File: src/hw/rtl/ref_name_validator_unit_assert.svh
// ----------------------------------------------------------------------------
// ref name validator assertion macros
// concurrent property checks, removed when ASSERT_OFF is defined
// ----------------------------------------------------------------------------
`ifndef REF_NAME_VALIDATOR_UNIT_ASSERT_SVH
`define REF_NAME_VALIDATOR_UNIT_ASSERT_SVH

`ifndef ASSERT_OFF

// property checked on every rising clock edge, ignored while reset is high
`define RNV_ASSERT(label, clk, rst, prop, msg) \
   label: assert property (@(posedge clk) disable iff (rst) prop) else $error(msg);

// property checked on every rising clock edge, reset included
`define RNV_ASSERT_ALWAYS(label, clk, prop, msg) \
   label: assert property (@(posedge clk) prop) else $error(msg);

`else

`define RNV_ASSERT(label, clk, rst, prop, msg)
`define RNV_ASSERT_ALWAYS(label, clk, prop, msg)

`endif

`endif

File: src/hw/rtl/rnv_pkg.sv
// ----------------------------------------------------------------------------
// rnv_pkg
// shared types, character constants and lookup functions for the validator
// ----------------------------------------------------------------------------
package rnv_pkg;

   localparam int unsigned CharWidth    = 8;
   localparam int unsigned LenWidth     = 16;
   localparam int unsigned CountWidth   = LenWidth + 1;
   localparam int unsigned PrefixLen    = 5;
   localparam int unsigned PrefixIdxW   = 3;
   localparam int unsigned RspDataWidth = 8;

   localparam logic [LenWidth-1:0]  DefaultMaxLen = 16'd1024;
   localparam logic [CharWidth-1:0] CtrlLimit     = 8'h20;

   localparam logic [CharWidth-1:0] ChDot       = 8'h2E;
   localparam logic [CharWidth-1:0] ChSlash     = 8'h2F;
   localparam logic [CharWidth-1:0] ChBackslash = 8'h5C;
   localparam logic [CharWidth-1:0] ChTilde     = 8'h7E;
   localparam logic [CharWidth-1:0] ChCaret     = 8'h5E;
   localparam logic [CharWidth-1:0] ChColon     = 8'h3A;
   localparam logic [CharWidth-1:0] ChQuestion  = 8'h3F;
   localparam logic [CharWidth-1:0] ChStar      = 8'h2A;
   localparam logic [CharWidth-1:0] ChBracket   = 8'h5B;
   localparam logic [CharWidth-1:0] ChSpace     = 8'h20;
   localparam logic [CharWidth-1:0] ChR         = 8'h72;
   localparam logic [CharWidth-1:0] ChE         = 8'h65;
   localparam logic [CharWidth-1:0] ChF         = 8'h66;
   localparam logic [CharWidth-1:0] ChS         = 8'h73;

   typedef struct packed {
      logic [CharWidth-1:0] char_code;
      logic                 is_last;
      logic                 is_empty;
   } item_type;

   typedef struct packed {
      logic valid;
      logic safe;
   } verdict_type;

   // expected character of "refs/" at a given position
   function automatic logic [CharWidth-1:0] prefix_char(input logic [PrefixIdxW-1:0] idx);
      logic [CharWidth-1:0] ch;
      case (idx)
         3'd0:    ch = ChR;
         3'd1:    ch = ChE;
         3'd2:    ch = ChF;
         3'd3:    ch = ChS;
         3'd4:    ch = ChSlash;
         default: ch = '0;
      endcase
      return ch;
   endfunction

   function automatic logic forbidden_char(input logic [CharWidth-1:0] ch);
      return (ch < CtrlLimit) || (ch == ChBackslash) || (ch == ChTilde) ||
             (ch == ChCaret) || (ch == ChColon) || (ch == ChQuestion) ||
             (ch == ChStar) || (ch == ChBracket) || (ch == ChSpace);
   endfunction

endpackage

File: src/hw/rtl/rnv_in_stage.sv
// ----------------------------------------------------------------------------
// rnv_in_stage
// input register holding one request until the checker takes it
// ----------------------------------------------------------------------------
module rnv_in_stage (
   input  logic              clock,
   input  logic              reset,
   input  logic              in_valid,
   output logic              in_ready,
   input  rnv_pkg::item_type in_item,
   input  logic              take,
   output logic              stage_valid,
   output rnv_pkg::item_type stage_item
);

   logic              valid_ff;
   logic              valid_in;
   rnv_pkg::item_type item_ff;
   logic              accept;

   // free when empty or being drained this cycle
   assign in_ready = !valid_ff || take;
   assign accept   = in_valid && in_ready;

   always_comb begin
      valid_in = valid_ff;
      if (accept) begin
         valid_in = 1'b1;
      end else if (take) begin
         valid_in = 1'b0;
      end
   end

   always_ff @(posedge clock) begin
      if (reset) begin
         valid_ff <= 1'b0;
      end else begin
         valid_ff <= valid_in;
      end
   end

   always_ff @(posedge clock) begin
      if (accept) begin
         item_ff <= in_item;
      end
   end

   assign stage_valid = valid_ff;
   assign stage_item  = item_ff;

endmodule

File: src/hw/rtl/rnv_checker.sv
// ----------------------------------------------------------------------------
// rnv_checker
// per-name state and rule checks, one character per step
// ----------------------------------------------------------------------------
module rnv_checker (
   input  logic                           clock,
   input  logic                           reset,
   input  logic                           step,
   input  rnv_pkg::item_type              item,
   input  logic [rnv_pkg::LenWidth-1:0]   max_len,
   output rnv_pkg::verdict_type           verdict
);

   logic [rnv_pkg::CountWidth-1:0] count_ff;
   logic [rnv_pkg::CountWidth-1:0] count_in;
   logic [rnv_pkg::CharWidth-1:0]  prev_ff;
   logic [rnv_pkg::CharWidth-1:0]  prev_in;
   logic                           prefix_ff;
   logic                           prefix_in;
   logic                           bad_ff;
   logic                           bad_in;

   logic [rnv_pkg::CountWidth-1:0] max_ext;
   logic [rnv_pkg::CharWidth-1:0]  ch;
   logic                           in_prefix;
   logic                           pair_bad;
   logic [rnv_pkg::CountWidth-1:0] count_next;
   logic                           prefix_next;
   logic                           bad_next;
   logic                           safe;

   assign max_ext   = {1'b0, max_len};
   assign ch        = item.char_code;
   assign in_prefix = count_ff < rnv_pkg::CountWidth'(rnv_pkg::PrefixLen);

   // doubled dot or slash
   assign pair_bad = (count_ff != '0) && (prev_ff == ch) &&
                     ((ch == rnv_pkg::ChDot) || (ch == rnv_pkg::ChSlash));

   assign prefix_next = prefix_ff &&
      !(in_prefix && (ch != rnv_pkg::prefix_char(count_ff[rnv_pkg::PrefixIdxW-1:0])));
   assign bad_next    = bad_ff || rnv_pkg::forbidden_char(ch) || pair_bad;

   // saturates one above the maximum
   assign count_next = (count_ff <= max_ext) ? count_ff + 1'b1 : count_ff;

   assign safe = !bad_next && prefix_next &&
                 (count_next >= rnv_pkg::CountWidth'(rnv_pkg::PrefixLen)) &&
                 (count_next <= max_ext) && (ch != rnv_pkg::ChSlash);

   always_comb begin
      count_in  = count_ff;
      prev_in   = prev_ff;
      prefix_in = prefix_ff;
      bad_in    = bad_ff;
      if (step) begin
         if (item.is_empty || item.is_last) begin
            count_in  = '0;
            prev_in   = '0;
            prefix_in = 1'b1;
            bad_in    = 1'b0;
         end else begin
            count_in  = count_next;
            prev_in   = ch;
            prefix_in = prefix_next;
            bad_in    = bad_next;
         end
      end
   end

   always_ff @(posedge clock) begin
      if (reset) begin
         count_ff  <= '0;
         prev_ff   <= '0;
         prefix_ff <= 1'b1;
         bad_ff    <= 1'b0;
      end else begin
         count_ff  <= count_in;
         prev_ff   <= prev_in;
         prefix_ff <= prefix_in;
         bad_ff    <= bad_in;
      end
   end

   assign verdict.valid = step && (item.is_empty || item.is_last);
   assign verdict.safe  = !item.is_empty && safe;

endmodule

File: src/hw/rtl/rnv_out_stage.sv
// ----------------------------------------------------------------------------
// rnv_out_stage
// result register, holds a verdict until the downstream side takes it
// ----------------------------------------------------------------------------
module rnv_out_stage (
   input  logic                 clock,
   input  logic                 reset,
   input  rnv_pkg::verdict_type verdict,
   output logic                 free,
   output logic                 out_valid,
   input  logic                 out_ready,
   output logic                 out_safe
);

   logic valid_ff;
   logic valid_in;
   logic safe_ff;

   assign free = !valid_ff || out_ready;

   always_comb begin
      valid_in = valid_ff;
      if (verdict.valid) begin
         valid_in = 1'b1;
      end else if (out_ready) begin
         valid_in = 1'b0;
      end
   end

   always_ff @(posedge clock) begin
      if (reset) begin
         valid_ff <= 1'b0;
      end else begin
         valid_ff <= valid_in;
      end
   end

   always_ff @(posedge clock) begin
      if (verdict.valid) begin
         safe_ff <= verdict.safe;
      end
   end

   assign out_valid = valid_ff;
   assign out_safe  = safe_ff;

endmodule

File: src/hw/rtl/ref_name_validator_unit.sv
// ----------------------------------------------------------------------------
// ref_name_validator_unit: reference name checker, one character per request
// path: the last request of a name is held in the input register, then its verdict in the result register
// throughput: one request per cycle while the result register is free; the checker stage is combinational
// reset: synchronous; state cleared, maximum length back to 1024
// ----------------------------------------------------------------------------
`include "ref_name_validator_unit_assert.svh"

module ref_name_validator_unit (
   input  logic                                clock,
   input  logic                                reset,
   // request channel
   input  logic                                req_tvalid,
   output logic                                req_tready,
   input  logic [rnv_pkg::CharWidth-1:0]       req_tdata,   // [7:0] char_code
   input  logic                                req_tlast,   // is_last
   input  logic                                req_tuser,   // is_empty
   // result channel
   output logic                                rsp_tvalid,
   input  logic                                rsp_tready,
   output logic [rnv_pkg::RspDataWidth-1:0]    rsp_tdata,   // [0] safe, [7:1] zero
   // maximum length register
   input  logic                                csr_valid,
   output logic                                csr_ready,
   input  logic [rnv_pkg::LenWidth-1:0]        csr_data
);

   logic [rnv_pkg::LenWidth-1:0] max_len_ff;
   logic [rnv_pkg::LenWidth-1:0] max_len_in;

   rnv_pkg::item_type    req_item;
   rnv_pkg::item_type    s1_item;
   logic                 s1_valid;
   logic                 s1_take;
   logic                 out_free;
   rnv_pkg::verdict_type verdict;
   logic                 rsp_safe;

   assign csr_ready  = 1'b1;
   assign max_len_in = (csr_valid && csr_ready) ? csr_data : max_len_ff;

   always_ff @(posedge clock) begin
      if (reset) begin
         max_len_ff <= rnv_pkg::DefaultMaxLen;
      end else begin
         max_len_ff <= max_len_in;
      end
   end

   assign req_item.char_code = req_tdata;
   assign req_item.is_last   = req_tlast;
   assign req_item.is_empty  = req_tuser;

   assign s1_take = s1_valid && out_free;

   rnv_in_stage u_in_stage (
      .clock       (clock),
      .reset       (reset),
      .in_valid    (req_tvalid),
      .in_ready    (req_tready),
      .in_item     (req_item),
      .take        (s1_take),
      .stage_valid (s1_valid),
      .stage_item  (s1_item)
   );

   rnv_checker u_checker (
      .clock   (clock),
      .reset   (reset),
      .step    (s1_take),
      .item    (s1_item),
      .max_len (max_len_ff),
      .verdict (verdict)
   );

   rnv_out_stage u_out_stage (
      .clock     (clock),
      .reset     (reset),
      .verdict   (verdict),
      .free      (out_free),
      .out_valid (rsp_tvalid),
      .out_ready (rsp_tready),
      .out_safe  (rsp_safe)
   );

   assign rsp_tdata = {{(rnv_pkg::RspDataWidth-1){1'b0}}, rsp_safe};

   // a stalled request in the input register must not move
   `RNV_ASSERT(a_s1_hold, clock, reset, (s1_valid && !out_free) |=> (s1_valid && $stable(s1_item)), "input stage lost or changed a stalled request")

   // an empty name always gives an unsafe verdict next cycle
   `RNV_ASSERT(a_empty_unsafe, clock, reset, (s1_take && s1_item.is_empty) |=> (rsp_tvalid && !rsp_tdata[0]), "empty name not rejected")

   // a name ending in slash is never safe
   `RNV_ASSERT(a_slash_end, clock, reset, (s1_take && s1_item.is_last && (s1_item.char_code == rnv_pkg::ChSlash)) |=> (rsp_tvalid && !rsp_tdata[0]), "trailing slash accepted")

   // a verdict is only produced into a free result register
   `RNV_ASSERT(a_no_overwrite, clock, reset, (!verdict.valid || out_free), "verdict overwrote a pending result")

endmodule
File: config.mk
export PLATFORM = sky130hd
export DESIGN_NAME = ref_name_validator_unit
export DESIGN_NICKNAME = d
export VERILOG_FILES = /design/src/hw/rtl/rnv_pkg.sv /design/src/hw/rtl/rnv_in_stage.sv /design/src/hw/rtl/rnv_checker.sv /design/src/hw/rtl/rnv_out_stage.sv /design/src/hw/rtl/ref_name_validator_unit.sv
export VERILOG_INCLUDE_DIRS = /design/src /design/src/hw/rtl
export SDC_FILE = /design/constraint.sdc
export NUM_CORES = 1
export LEC_CHECK = 0
export BUFFER_PORTS_ARGS = -buffer_cell sky130_fd_sc_hd__buf_4
export CORE_MARGIN = 10
export CORE_UTILIZATION = 32
export CTS_CLUSTER_SIZE = 10
export DETAILED_ROUTE_END_ITERATION = 8
export SETUP_SLACK_MARGIN = 0.15
export SLEW_MARGIN = 15
export SYNTH_ARGS = -nofsm -noshare
export SYNTH_HDL_FRONTEND = slang
export SYNTH_HIERARCHICAL = 1
export SYNTH_SLANG_ARGS = --single-unit
File: constraint.sdc
create_clock -name clock -period 4 [get_ports clock]
set_input_delay 0.4 -clock clock [delete_from_list [all_inputs] [get_ports clock]]
set_output_delay 0.4 -clock clock [all_outputs]
set_load 0.02 [all_outputs]
== Yosys cells after proc, flatten, opt, wreduce, memory -nomap -nowiden ==
Index checks and enable logic that the tools add are counted.

* Add/sub/neg operators: 1
* Magnitude comparators: 5
* Eq/ne operators: 17
* Muxes and demuxes: 10
* Reductions and logical operators: 35

{| class="wikitable"
|+ Operators with widths
! kind !! number
|-
| == test 8 x 6 -> 1 bit, second input constant || 6
|-
| one-hot mux 7 bit (5 select lines) || 1
|-
| less-or-equal comparator 17 x 16 -> 1 bit || 2
|-
| two-way mux 17 bit || 2
|-
| == test 8 x 7 -> 1 bit, second input constant || 4
|-
| adder 17 x 1 -> 17 bit, second input constant || 1
|-
| greater-or-equal comparator 17 x 3 -> 1 bit, second input constant || 1
|-
| less-than comparator 17 x 3 -> 1 bit, second input constant || 1
|-
| nonzero test 17 bit || 1
|-
| logical OR 1 bit || 14
|-
| logical AND 1 bit || 12
|-
| == test 8 bit || 1
|-
| less-than comparator 8 x 6 -> 1 bit, second input constant || 1
|-
| two-way mux 8 bit || 1
|-
| != test 8 x 6 -> 1 bit, second input constant || 1
|-
| != test 8 x 7 -> 1 bit || 1
|-
| == test 3 x 2 -> 1 bit, second input constant || 2
|-
| two-way mux 1 bit || 6
|-
| zero test 1 bit || 5
|-
| nonzero test 2 bit || 2
|-
| == test 3 x 1 -> 1 bit, second input constant || 1
|-
| == test 3 bit, second input constant || 1
|-
| zero test 3 bit || 1
|}

* Flip-flop bits (word level): 56
* Input port bits: 31
* Output and inout port bits: 11

== Depth between registers and ports, before layout ==
Gate-level depths: netlist (run 1).

* Depth in word-level cells: 17
* Depth in mapped cells: 20
* Gate-level depth less buffers: 19

== Hierarchy ==
The synthesis (run 1) kept the hierarchy.

{| class="wikitable"
|+ Modules (own cells, without submodules)
! module !! times used !! cells an instance !! area each (um^2) !! sequential area each (um^2)
|-
| rnv_checker || 1 || 358 || 2,786.4 || 540.5
|-
| ref_name_validator_unit || 1 || 64 || 663.1 || 320.3
|-
| rnv_in_stage || 1 || 15 || 355.3 || 320.3
|-
| rnv_out_stage || 1 || 5 || 76.3 || 50.0
|}

== Worst setup path after synthesis (run 1) ==
No wires, ideal clock.

* Kind: register to register
* Start point: register u_checker/count_ff[1] in the netlist's numbering
* End point: register u_out_stage.safe_ff, in the netlist u_out_stage/out_safe (data pin)
* Setup time: 0.132 ns
* Arrival time: 3.447 ns
* Setup slack: 0.421 ns
* Cell stages (with the launch flop): 17
* Path buffers: 0
* Cells stage by stage: dfxtp_1 > ha_1 > and4_1 > a21oi_1 > o211ai_1 > a21o_4 > a21oi_1 > and3_1 > xor2_1 > ha_1 > a21o_1 > a21o_1 > a211o_1 > o221ai_1 > a21oi_1 > a311oi_1 > o41a_1

{| class="wikitable"
|+ RTL lines
! item !! line !! text
|-
| start, declared || rnv_checker.sv:14 || <nowiki>logic [rnv_pkg::CountWidth-1:0] count_ff;</nowiki>
|-
| start signal, assigned || rnv_checker.sv:78 || <nowiki>count_ff <= count_in;</nowiki>
|-
| end signal, assigned || rnv_out_stage.sv:40 || <nowiki>safe_ff <= verdict.safe;</nowiki>
|-
| end, declared || rnv_out_stage.sv:17 || <nowiki>logic safe_ff;</nowiki>
|}

==> results.sh, run 1 <==
export IMPL_outcome="finished clean"
export IMPL_finalSetupTns_ns=0
export IMPL_floorplan_die_area_um2=16900
export IMPL_synth_enable_flop_cells=11
export IMPL_vdd_ir_drop_max_uv=182
export IMPL_final_area_um2=4800
export IMPL_grt_max_degree=46
export IMPL_cpPeakStageDelay_ns=0.55
export IMPL_worst_slew_pin_slew_ns=0.829
export IMPL_finalWorstPathRequiredPeriod_ns=3.76
export IMPL_final_max_slew_viol_count=0
export IMPL_worst_path_stages=16
export IMPL_gp_congestion=0.893
export IMPL_timing_critical_path_slowest_stage_cell="sky130_fd_sc_hd__or4_4"
export IMPL_initial_utilization_pct=32.4
export IMPL_path_delay_family="compound AO/OA/AOI/OAI gates"
export IMPL_grt_pass1_wl_mm=16.0
export IMPL_ff_latch_area_um2=1250
export IMPL_hold_ws_ns=0.268
export IMPL_fin_nets=546
export IMPL_global_route_overflow_total=0
export IMPL_netlist_cell_types=60
export IMPL_yosysWarningCount=6
export IMPL_drt_iter0_drc=209
export IMPL_multi_input_comb_area_um2=2670
export IMPL_area_growth_syn_to_layout_pct=23.6
export IMPL_avg_cell_area_syn_um2=8.78
export IMPL_met1_usage_pct=15.3
export IMPL_yosysTopAreaCell="sky130_fd_sc_hd__dfxtp_1"
export IMPL_design_portCount=42
export IMPL_grt_pass1_vias=3187
export IMPL_pwr_density_cell_nw_per_um2=268
export IMPL_insertedDiodeCount=0
export IMPL_netlist_area_um2=3880
export IMPL_detail_route_drc_violations=0
export IMPL_finalClockSkew_ns=0.00907
export IMPL_total_wirelength_of_the_detailed_routed_design_mm=9.81
export IMPL_dp_final_hpwl_mm=7.30
export IMPL_critical_path_startpoint_type="flip-flop"
export IMPL_r2r_slack_ns=0.24
export IMPL_global_routing_s_busiest_layer="met2"
export IMPL_crit_path_end_kind="flip-flop"
export IMPL_required_ns=4.17
export IMPL_initial_antenna_violation_count=0
export IMPL_post_detailed_placement_cell_area_um2=4310
export IMPL_cts_root_buffer_cell="sky130_fd_sc_hd__clkbuf_16"
export IMPL_drt_antenna_violating_nets=0
export IMPL_static_leakage_power_nw=2.05
export IMPL_setup_repair_after_global_routing_missed_its_margin="yes"
export IMPL_synth_seq_cells=56
export IMPL_crit_chain="inv_1, ha_4, a21oi_2, o21ai_0, a211o_1, a21o_4, a211oi_4, and3_4, xor2_2, ha_1, nand4_1, or4_4, o21ai_2, a21oi_2, a311oi_1, o41a_1"
export IMPL_endpoints_failing_hold=0
export IMPL_layout_cell_share_with_drive_strength_beyond_1_pct=29.4
export IMPL_netlist_area_leader_share_pct=23.2
export IMPL_fp_dieH_um=130
export IMPL_path_clk_slew_ns=0.08
export IMPL_place_ws_ns=0.0527
export IMPL_relSlewSlack_pct=44.7
export IMPL_clk_path_buf_depth=2
export IMPL_fill_cells=1186
export IMPL_crit_top_cell="sky130_fd_sc_hd__a21oi_2"
export IMPL_met2_track_demand_over_resource_in_global_routing_pct=19.1
export IMPL_routed_via_count=3221
export IMPL_cts_htree_levels=2
export IMPL_row_count=40
export IMPL_critPathBufInv=1
export IMPL_setup_worst_path_class="flip-flop to flip-flop"
export IMPL_worst_path_max_fanout=6
export IMPL_placed_cells=614
export IMPL_asyncSetResetFlopFracSynth_pct=0
export IMPL_clock_sinks=56
export IMPL_crit_end="u_out_stage/out_safe"
export IMPL_first_pass_iters=4
export IMPL_final_cells=626
export IMPL_tritoncts="yes"
export IMPL_setup_viol=0
export IMPL_clock_insertion_delay_at_the_later_pin_of_the_skew_report_ns=0.30
export IMPL_timing_final_ws_setup_ns=0.237
export IMPL_synthTopCellsByArea="sky130_fd_sc_hd__dfxtp_1 23%, sky130_fd_sc_hd__ha_1 12%, sky130_fd_sc_hd__edfxtp_1 8.5%"
export IMPL_drv_max_cap_violation_count=0
export IMPL_r2r_start="max_len_ff[12]"
export IMPL_synth_most_common_cell="sky130_fd_sc_hd__nor2_1"
export IMPL_globalRouteTotalUtil_pct=11.6
export IMPL_worstHoldPathCells=1
export IMPL_cp_launch_point="max_len_ff[12]"
export IMPL_via_cell_ratio=5.15
export IMPL_fin_crit_sh_pct=94.1
export IMPL_drt_wirelength_per_cell_um=15.7
export IMPL_floorplan_die_width_um=130
export IMPL_worst_endpoint_arrival_ns=3.93
export IMPL_min_path_type="primary input to flip-flop"
export IMPL_syn_instance_count=442
export IMPL_globalRouteMet3Util_pct=1.78
export IMPL_placeableCoreArea_um2=12000
export IMPL_cts_hold_buffers=0
export IMPL_yosys_top_cells_count="57 x sky130_fd_sc_hd__nor2_1, 45 x sky130_fd_sc_hd__dfxtp_1, 37 x sky130_fd_sc_hd__ha_1, 25 x sky130_fd_sc_hd__inv_1"
export IMPL_cts_made_buffers=5
export IMPL_regToRegEndpoint="u_out_stage/out_safe"
export IMPL_portBuffers=33
export IMPL_ys_flop_type="sky130_fd_sc_hd__dfxtp_1"
export IMPL_rr_worst_depth=16
export IMPL_synth_seq_area_share_pct=31.7
export IMPL_max_freq_ghz=0.266
kinds of logic after synthesis:
group	count (synthesis)	synth area share [%]
other	2	0.193
AND/OR/NAND/NOR	140	18.9
multiplexers	18	4.64
flip-flops	56	31.7
buffers and inverters	62	7.67
XOR/XNOR	34	7.67
AO/OA/AOI/OAI	93	17.2
adder cells (fa/ha/maj)	37	11.9
timing repair:
item | CTS | global route
gates cloned | 0 | 0
setup buffers | 0 | 4
resized for setup | 2 | 61
endpoints found under the hold margin | 0 | 0
setup endpoints to repair | 1 | 1
pin swaps | 0 | 24
sequential cells by signal, indices dropped and copies added (netlist names):
register                count
u_checker/count_ff         17
u_out_stage/out_valid       1
u_out_stage/out_safe        1
max_len_ff                 16
u_checker/prefix_ff         1
u_checker/bad_ff            1
u_in_stage/stage_item      10
u_checker/prev_ff           8
u_in_stage/stage_valid      1
placed cells by master (no fill, tap or decap), types with 4 or more instances in the layout:
master                      netlist  final
sky130_fd_sc_hd__dfxtp_2          0     12
sky130_fd_sc_hd__nor3_1           7      6
sky130_fd_sc_hd__ha_4             0     12
sky130_fd_sc_hd__nand2_2          0      4
sky130_fd_sc_hd__nand3_1          9      9
sky130_fd_sc_hd__nor2_1          57     57
sky130_fd_sc_hd__xor2_1          21     17
sky130_fd_sc_hd__clkbuf_16        0      5
sky130_fd_sc_hd__mux2i_1         18     18
sky130_fd_sc_hd__and3_4           0      4
sky130_fd_sc_hd__xor2_2           0      4
sky130_fd_sc_hd__a21o_1           8      8
sky130_fd_sc_hd__a21oi_1         21     15
sky130_fd_sc_hd__ha_1            37     25
sky130_fd_sc_hd__inv_2            0      7
sky130_fd_sc_hd__a21oi_2          2      7
sky130_fd_sc_hd__buf_4           10     60
sky130_fd_sc_hd__a22oi_1         22     22
sky130_fd_sc_hd__dfxtp_1         45     33
sky130_fd_sc_hd__nand4_1          8      8
sky130_fd_sc_hd__xnor2_1         13     11
sky130_fd_sc_hd__o21ai_0         12     11
sky130_fd_sc_hd__inv_1           25     18
sky130_fd_sc_hd__nor4_1           7      7
sky130_fd_sc_hd__nand2_1         18     14
sky130_fd_sc_hd__edfxtp_1        11     11
sky130_fd_sc_hd__conb_1           2      8
metrics by stage:
stage,utilization (%),power (W)
after floorplan,-,0.000756
after global placement,36.0,0.000801
after detailed placement,36.0,0.000805
after CTS,37.4,0.00128
after global routing,40.1,0.00135
final,40.1,0.00129
power breakdown:
part / internal (W) / leakage, nW / switching [W]
clock network: 0.000242 / 0.0767 / 0.000228
logic: 0.0000876 / 1.49 / 0.000107
registers: 0.000599 / 0.476 / 0.0000232
worst min-delay path by stage:
| stage | start | endpoint | slack [ns] |
|---|---|---|---|
| 6_report | req_tdata[6] | u_in_stage/stage_item[8] | 0.27 |
| 4_1_cts | req_tdata[7] | u_in_stage/stage_item[9] | 0.26 |
| 2_1_floorplan | u_checker/bad_ff | u_checker/bad_ff | 0.46 |
| 3_3_place_gp | u_checker/prefix_ff | u_checker/prefix_ff | 0.47 |
| 3_5_place_dp | max_len_ff[1] | max_len_ff[1] | 0.49 |
| 5_1_grt | req_tdata[7] | u_in_stage/stage_item[9] | 0.25 |
routing by layer:
layer,vias to the layer above,share of wire (%),routed length [um]
li1,1623,-,-
met1,1524,47,4590
met2,65,48,4710
met3,9,3.8,375
met4,0,1.4,135
met5,-,0,0
area by class of cell:
cell class,count,share of cell area [%]
Tap cell,147,3.83
Inverter,25,1.96
Sequential cell,56,26.0
Timing Repair Buffer,60,9.39
Multi-Input combinational cell,330,55.6
Clock inverter,3,0.600
Clock buffer,5,2.61
(Power assumes the default switching activity.)
==> run 2: changes to the inputs <==
- ABC_AREA: not set -> 1
==> results.sh, run 2 <==
export IMPL_outcome="finished clean"
export IMPL_netlist_area_um2=4210
export IMPL_fin_crit_sh_pct=82.9
export IMPL_worstHoldPathCells=1
export IMPL_setup_viol=0
export IMPL_cts_made_buffers=5
export IMPL_floorplan_die_area_um2=18100
export IMPL_timing_hold_worst_endpoint="u_in_stage/stage_item[3]"
export IMPL_drv_max_cap_violation_count=0
export IMPL_worst_path_stages=24
export IMPL_min_path_type="primary input to flip-flop"
export IMPL_required_ns=4.16
export IMPL_critical_path_startpoint_type="flip-flop"
export IMPL_static_leakage_power_nw=2.38
export IMPL_final_cells=826
export IMPL_tritoncts="yes"
export IMPL_total_wirelength_of_the_detailed_routed_design_mm=10.3
export IMPL_final_max_slew_viol_count=0
export IMPL_clk_path_buf_depth=2
export IMPL_yosysWarningCount=6
export IMPL_path_delay_family="simple AND/OR/NAND/NOR gates"
export IMPL_vdd_ir_drop_max_uv=207
export IMPL_cts_hold_buffers=0
export IMPL_rr_worst_depth=24
export IMPL_row_count=41
export IMPL_dp_final_hpwl_mm=7.94
export IMPL_crit_path_end_kind="flip-flop"
export IMPL_largest_register_ffs=17
export IMPL_max_freq_ghz=0.301
export IMPL_netlist_cell_types=46
export IMPL_drt_wirelength_per_cell_um=12.4
export IMPL_setup_worst_path_class="flip-flop to flip-flop"
export IMPL_global_route_overflow_total=0
export IMPL_asyncSetResetFlopFracSynth_pct=0
export IMPL_layout_commonest_cell="sky130_fd_sc_hd__nand2_1"
export IMPL_timing_final_ws_setup_ns=0.683
export IMPL_gp_congestion=0.927
export IMPL_drt_met1_wl_mm=5.12
export IMPL_synth_enable_flop_cells=11
export IMPL_relSlewSlack_pct=33.7
export IMPL_critPathBufInv=1
export IMPL_first_pass_iters=4
export IMPL_cts_htree_levels=2
export IMPL_finalSetupTns_ns=0
export IMPL_syn_instance_count=630
export IMPL_grt_pass1_vias=3608
export IMPL_globalRouteTotalUtil_pct=11.8
export IMPL_routed_length_on_met3_um=457
export IMPL_clock_sinks=56
export IMPL_yosys_top_cells_count="192 x sky130_fd_sc_hd__nand2_1, 90 x sky130_fd_sc_hd__inv_1, 62 x sky130_fd_sc_hd__nor2_1, 45 x sky130_fd_sc_hd__dfxtp_1, 42 x sky130_fd_sc_hd__a21oi_1"
export IMPL_portBuffers=33
export IMPL_worst_slew_pin_slew_ns=0.994
export IMPL_fp_dieH_um=135
export IMPL_detail_route_drc_violations=0
export IMPL_worst_endpoint_arrival_ns=3.48
export IMPL_initial_antenna_violation_count=0
export IMPL_place_ws_ns=0.517
export IMPL_via_cell_ratio=4.55
export IMPL_regToRegEndpoint="u_out_stage/out_safe"
export IMPL_synth_seq_cells=56
export IMPL_r2r_slack_ns=0.68
export IMPL_initial_utilization_pct=33.0
export IMPL_drt_iter0_drc=240
export IMPL_synth_seq_area_share_pct=29.2
export IMPL_insertedDiodeCount=0
export IMPL_placed_cells=818
export IMPL_total_power_w=0.00133
export IMPL_fin_nets=721
export IMPL_crit_chain="ha_1, nand2_1, nor2_2, a21boi_1, nor2_1, nand2_4, nand2_8, nand2_1, nand2_1, inv_1, ha_1, a21oi_1, nor2_1, a211oi_1, nand2_1, nand2_1, nand2_1, nand2_1, nand2_1, nand2_1, nand2_1, nand2_1, nand3_1, a21oi_1"
export IMPL_grt_pass1_wl_mm=17.7
export IMPL_avg_cell_area_syn_um2=6.68
export IMPL_finalClockSkew_ns=0.00340
export IMPL_path_clk_slew_ns=0.08
export IMPL_area_growth_syn_to_layout_pct=12.2
export IMPL_crit_top_cell="sky130_fd_sc_hd__nand2_1"
export IMPL_synthTopCellsByArea="sky130_fd_sc_hd__dfxtp_1 21%, sky130_fd_sc_hd__nand2_1 17%, sky130_fd_sc_hd__ha_1 11%"
export IMPL_timing_critical_path_slowest_stage_cell="sky130_fd_sc_hd__dfxtp_1"
export IMPL_finalWorstPathRequiredPeriod_ns=3.32
export IMPL_placeableCoreArea_um2=12800
export IMPL_ff_latch_area_um2=1230
export IMPL_highest_layer="met4"
export IMPL_fill_cells=1377
export IMPL_multi_input_comb_area_um2=2450
export IMPL_most_common_layout_cells="192 x sky130_fd_sc_hd__nand2_1, 90 x sky130_fd_sc_hd__inv_1, 62 x sky130_fd_sc_hd__nor2_1, 42 x sky130_fd_sc_hd__dfxtp_1, 42 x sky130_fd_sc_hd__a21oi_1"
export IMPL_synth_most_common_cell="sky130_fd_sc_hd__nand2_1"
export IMPL_setup_repair_after_global_routing_missed_its_margin="no"
export IMPL_design_portCount=42
export IMPL_wl_met2_mm=4.40
export IMPL_clock_insertion_delay_at_the_later_pin_of_the_skew_report_ns=0.30
export IMPL_cpPeakStageDelay_ns=0.51
export IMPL_hp_start="req_tdata[1]"
export IMPL_worst_path_max_fanout=23
export IMPL_yosysTopAreaCell="sky130_fd_sc_hd__dfxtp_1"
export IMPL_cts_root_buffer_cell="sky130_fd_sc_hd__clkbuf_16"
export IMPL_top_register="u_checker/count_ff"
export IMPL_grt_max_degree=33
export IMPL_netlist_area_leader_share_pct=21.4
export IMPL_endpoints_failing_hold=0
export IMPL_layout_cell_share_with_drive_strength_beyond_1_pct=13.0
export IMPL_floorplan_die_width_um=135
export IMPL_ys_flop_type="sky130_fd_sc_hd__dfxtp_1"
export IMPL_routed_via_count=3760
export IMPL_pwr_density_cell_nw_per_um2=282
export IMPL_r2r_start="u_checker/count_ff[5]"
export IMPL_drt_antenna_violating_nets=0
run 2: cell types whose count changed after synthesis, sizes merged, moves of 5 or more:
cell / change
nand2: +182
inv: +70
a21oi: +22
a22oi: -22
mux2i: -18
nand3: +18
clkbuf: -12
nor2: +12
xnor2: -11
a21o: -8
and3: -6
xor2: -6
and4: -5
nand2b: -5
run 2: layout make-up:
type                    instances  area share [%]
multi-input cells             456            52.0
flip-flops and latches         56            26.1
inverters                      97            7.76
repair buffers                 37            5.88
well taps                     172            4.56
clock buffers                   5            2.65
clock inverters                 3            1.06
run 2: worst reg2reg max path, stage by stage (launching register included):
cell and delay (ns):
sky130_fd_sc_hd__dfxtp_1 0.51, sky130_fd_sc_hd__ha_1 0.30, sky130_fd_sc_hd__nand2_1 0.07, sky130_fd_sc_hd__nor2_2 0.05
sky130_fd_sc_hd__a21boi_1 0.12, sky130_fd_sc_hd__nor2_1 0.24, sky130_fd_sc_hd__nand2_4 0.16, sky130_fd_sc_hd__nand2_8 0.20
sky130_fd_sc_hd__nand2_1 0.07, sky130_fd_sc_hd__nand2_1 0.09, sky130_fd_sc_hd__inv_1 0.08, sky130_fd_sc_hd__ha_1 0.29
sky130_fd_sc_hd__a21oi_1 0.16, sky130_fd_sc_hd__nor2_1 0.05, sky130_fd_sc_hd__a211oi_1 0.17, sky130_fd_sc_hd__nand2_1 0.07
sky130_fd_sc_hd__nand2_1 0.08, sky130_fd_sc_hd__nand2_1 0.05, sky130_fd_sc_hd__nand2_1 0.06, sky130_fd_sc_hd__nand2_1 0.04
sky130_fd_sc_hd__nand2_1 0.05, sky130_fd_sc_hd__nand2_1 0.04, sky130_fd_sc_hd__nand2_1 0.05, sky130_fd_sc_hd__nand3_1 0.06
sky130_fd_sc_hd__a21oi_1 0.11
run 2: report_power, final:
group          switching (W)  internal [W]  leakage (nW)
Combinational       0.000118     0.0000713          1.81
Clock               0.000224      0.000303        0.0863
Sequential         0.0000195      0.000599         0.476
run 2: how the worst max path moves through the flow:
stage | startpoint | end | slack [ns]
floorplan | u_checker/count_ff[10] | u_out_stage/out_safe | 1.13
global placement | u_checker/count_ff[7] | u_out_stage/out_safe | 0.47
detailed placement | u_checker/count_ff[7] | u_out_stage/out_safe | 0.52
CTS | u_checker/count_ff[7] | u_out_stage/out_safe | 0.49
global route | u_checker/count_ff[7] | u_out_stage/out_safe | 0.17
finish | u_checker/count_ff[5] | u_out_stage/out_safe | 0.68
run 2: cells by family after synthesis:
logic type                 after synthesis  share of synthesized area [%]
buffers and inverters                  124                           13.2
DFF                                     56                           29.2
AOI/OAI and AO/OA                       69                           9.30
xor gates and xnor gates                17                           3.54
and+or+nand+nor                        325                           33.6
other                                    2                          0.178
adders and majority gates               37                           11.0
run 2: stage by stage:
step,instance area (um^2),util (%),hold WS [ns]
4_1_cts,4710,36.9,0.265
3_3_place_gp,4540,35.5,0.449
5_1_grt,4720,37.0,0.254
6_report,4720,37.0,0.271
2_1_floorplan,4230,-,0.428
3_5_place_dp,4540,35.5,0.457
run 2: what timing repair did:
action	CTS	global route
buffers inserted	0	0
endpoints found under the setup margin	0	1
gates resized for setup	0	4
run 2: layer usage:
| layer | global-route usage [%] | vias up |
|---|---|---|
| li1 | - | 2009 |
| met1 | 16.0 | 1653 |
| met2 | 18.3 | 83 |
| met3 | 1.34 | 15 |
| met4 | 5.08 | 0 |
| met5 | 0 | - |
==> run 3: changes to the inputs <==
- clock period: 4 -> 3.1 ns (I/O delays scaled with it)
==> results.sh, run 3 (synthesis results as in run 2) <==
export IMPL_tritoncts="yes"
export IMPL_worst_path_max_fanout=6
export IMPL_first_pass_iters=5
export IMPL_drt_antenna_violating_nets=0
export IMPL_outcome="finished, violations left"
export IMPL_final_area_um2=5690
export IMPL_cts_htree_levels=2
export IMPL_cts_hold_buffers=0
export IMPL_grt_pass1_vias=3766
export IMPL_timing_final_ws_setup_ns=-0.0648
export IMPL_max_freq_ghz=0.316
export IMPL_placeableCoreArea_um2=12800
export IMPL_critical_path_startpoint_type="flip-flop"
export IMPL_endpoints_failing_hold=0
export IMPL_total_wirelength_of_the_detailed_routed_design_mm=11.4
export IMPL_largest_register_ffs=17
export IMPL_row_count=41
export IMPL_layout_commonest_cell="sky130_fd_sc_hd__nand2_1"
export IMPL_via_cell_ratio=4.55
export IMPL_clk_path_buf_depth=2
export IMPL_setup_worst_path_class="flip-flop to flip-flop"
export IMPL_clock_sinks=56
export IMPL_grt_max_degree=33
export IMPL_cts_root_buffer_cell="sky130_fd_sc_hd__clkbuf_16"
export IMPL_relSlewSlack_pct=65.0
export IMPL_placed_cells=862
export IMPL_layout_cell_share_with_drive_strength_beyond_1_pct=32.5
export IMPL_path_clk_slew_ns=0.08
export IMPL_grt_pass1_wl_mm=18.5
export IMPL_post_detailed_placement_cell_area_um2=4880
export IMPL_area_growth_syn_to_layout_pct=35.1
export IMPL_floorplan_die_area_um2=18100
export IMPL_floorplan_die_width_um=135
export IMPL_setup_repair_after_global_routing_missed_its_margin="yes"
export IMPL_dp_final_hpwl_mm=8.27
export IMPL_vdd_ir_drop_max_uv=309
export IMPL_finalSetupTns_ns=-0.0648
export IMPL_clock_insertion_delay_at_the_later_pin_of_the_skew_report_ns=0.30
export IMPL_required_ns=3.15
export IMPL_global_route_overflow_total=0
export IMPL_setup_viol=1
export IMPL_top_register="u_checker/count_ff"
export IMPL_initial_utilization_pct=33.0
export IMPL_cts_made_buffers=5
export IMPL_gp_congestion=0.829
export IMPL_final_max_slew_viol_count=0
export IMPL_most_common_layout_cells="171 x sky130_fd_sc_hd__nand2_1, 97 x sky130_fd_sc_hd__buf_4, 76 x sky130_fd_sc_hd__inv_1, 57 x sky130_fd_sc_hd__nor2_1, 38 x sky130_fd_sc_hd__a21oi_1"
export IMPL_failed_checks="negative setup slack"
export IMPL_insertedDiodeCount=0
export IMPL_drv_max_cap_violation_count=0
export IMPL_total_power_w=0.00186
export IMPL_fp_dieH_um=135
export IMPL_fin_nets=786
export IMPL_min_path_type="primary input to flip-flop"
export IMPL_worst_slew_pin_slew_ns=0.524
export IMPL_globalRouteTotalUtil_pct=12.2
export IMPL_portBuffers=33
export IMPL_finalWorstPathRequiredPeriod_ns=3.16
export IMPL_finalClockSkew_ns=0.00869
export IMPL_routed_via_count=4053
export IMPL_drt_wirelength_per_cell_um=12.8
export IMPL_final_cells=891
export IMPL_design_portCount=42
export IMPL_pwr_density_cell_nw_per_um2=327
export IMPL_crit_path_end_kind="flip-flop"
export IMPL_drt_iter0_drc=197
export IMPL_worst_endpoint_arrival_ns=3.22
export IMPL_initial_antenna_violation_count=0
export IMPL_fin_crit_sh_pct=102
export IMPL_detail_route_drc_violations=0
export IMPL_static_leakage_power_nw=2.73
-- run 3: cell types whose count changed in the layout (fill, tap and decap cells not counted), moves of 15 or more --
| cell | before | now |
|---|---|---|
| sky130_fd_sc_hd__nand2_1 | 192 | 171 |
| sky130_fd_sc_hd__nand2_2 | 6 | 22 |
| sky130_fd_sc_hd__ha_1 | 37 | 18 |
| sky130_fd_sc_hd__ha_4 | 0 | 18 |
| sky130_fd_sc_hd__buf_4 | 37 | 97 |
| sky130_fd_sc_hd__inv_2 | 4 | 19 |
-- run 3: worst max-delay path: stages (launching register included) --
cell and delay [ns]:
sky130_fd_sc_hd__dfxtp_2 0.33, sky130_fd_sc_hd__inv_2 0.05, sky130_fd_sc_hd__ha_4 0.25, sky130_fd_sc_hd__a21o_1 0.17
sky130_fd_sc_hd__nor2_1 0.15, sky130_fd_sc_hd__nand2_2 0.09, sky130_fd_sc_hd__nor2_4 0.11, sky130_fd_sc_hd__nand2_4 0.08
sky130_fd_sc_hd__nand2_8 0.09, sky130_fd_sc_hd__buf_6 0.13, sky130_fd_sc_hd__buf_12 0.11, sky130_fd_sc_hd__nand2_4 0.04
sky130_fd_sc_hd__nand2_2 0.08, sky130_fd_sc_hd__inv_2 0.05, sky130_fd_sc_hd__ha_4 0.26, sky130_fd_sc_hd__nand2_4 0.05
sky130_fd_sc_hd__nor3_4 0.21, sky130_fd_sc_hd__o21ai_2 0.10, sky130_fd_sc_hd__nand2_1 0.09, sky130_fd_sc_hd__nand2_1 0.05
sky130_fd_sc_hd__nand2_1 0.05, sky130_fd_sc_hd__nand2_1 0.05, sky130_fd_sc_hd__nand2_1 0.05, sky130_fd_sc_hd__nand2_1 0.05
sky130_fd_sc_hd__nand2_1 0.06, sky130_fd_sc_hd__nand2_1 0.06, sky130_fd_sc_hd__nand3_2 0.06, sky130_fd_sc_hd__a21oi_2 0.03
-- run 3: per-stage QoR --
stage / setup slack [ns] / util (%) / hold slack [ns]
floorplan: 0.228 / - / 0.372
global placement: -0.103 / 38.2 / 0.451
detailed placement: -0.159 / 38.2 / 0.460
CTS: 0.00358 / 41.5 / 0.174
global route: -0.289 / 44.5 / 0.168
finish: -0.0648 / 44.5 / 0.178
-- run 3: layout make-up --
| class | count | area [um^2] |
|---|---|---|
| clock buffer | 6 | 150 |
| clock inverter | 2 | 38.8 |
| fill | 1259 | 7090 |
| inverter | 97 | 367 |
| multi-input combinational | 456 | 2870 |
| sequential | 56 | 1250 |
| tap | 172 | 215 |
| timing repair buffer | 102 | 793 |
-- run 3: final timing paths --
kind,start,end,slack (ns),depth (start not counted)
worst max-delay path,max_len_ff[8],u_out_stage/out_safe,-0.06,27
worst min-delay path,req_tdata[2],u_in_stage/stage_item[4],0.18,1
worst max register to register,max_len_ff[8],u_out_stage/out_safe,-0.06,27
worst min register to register,max_len_ff[10],max_len_ff[10],0.47,2
-- run 3: where the power goes --
part	switching, W	internal [W]	total (W)
Combinational	0.000193	0.000154	0.000348
Clock	0.000274	0.000434	0.000708
Sequential	0.0000264	0.000775	0.000802
Total	0.000494	0.00136	0.00186
-- run 3: timing repair --
item                                    4_1_cts  5_1_grt
pin swaps                                    21       41
endpoints found under the setup margin        1        1
resized for setup                            41       68
setup buffers                                 9       12
-- run 3: per-layer routing --
layer	global-route usage, %	vias to the layer above	share of wire [%]
met5	0	-	0
met4	3.99	0	2.1
met3	1.71	21	4.3
met2	19.5	85	47
met1	16.3	1819	47
li1	-	2128	-
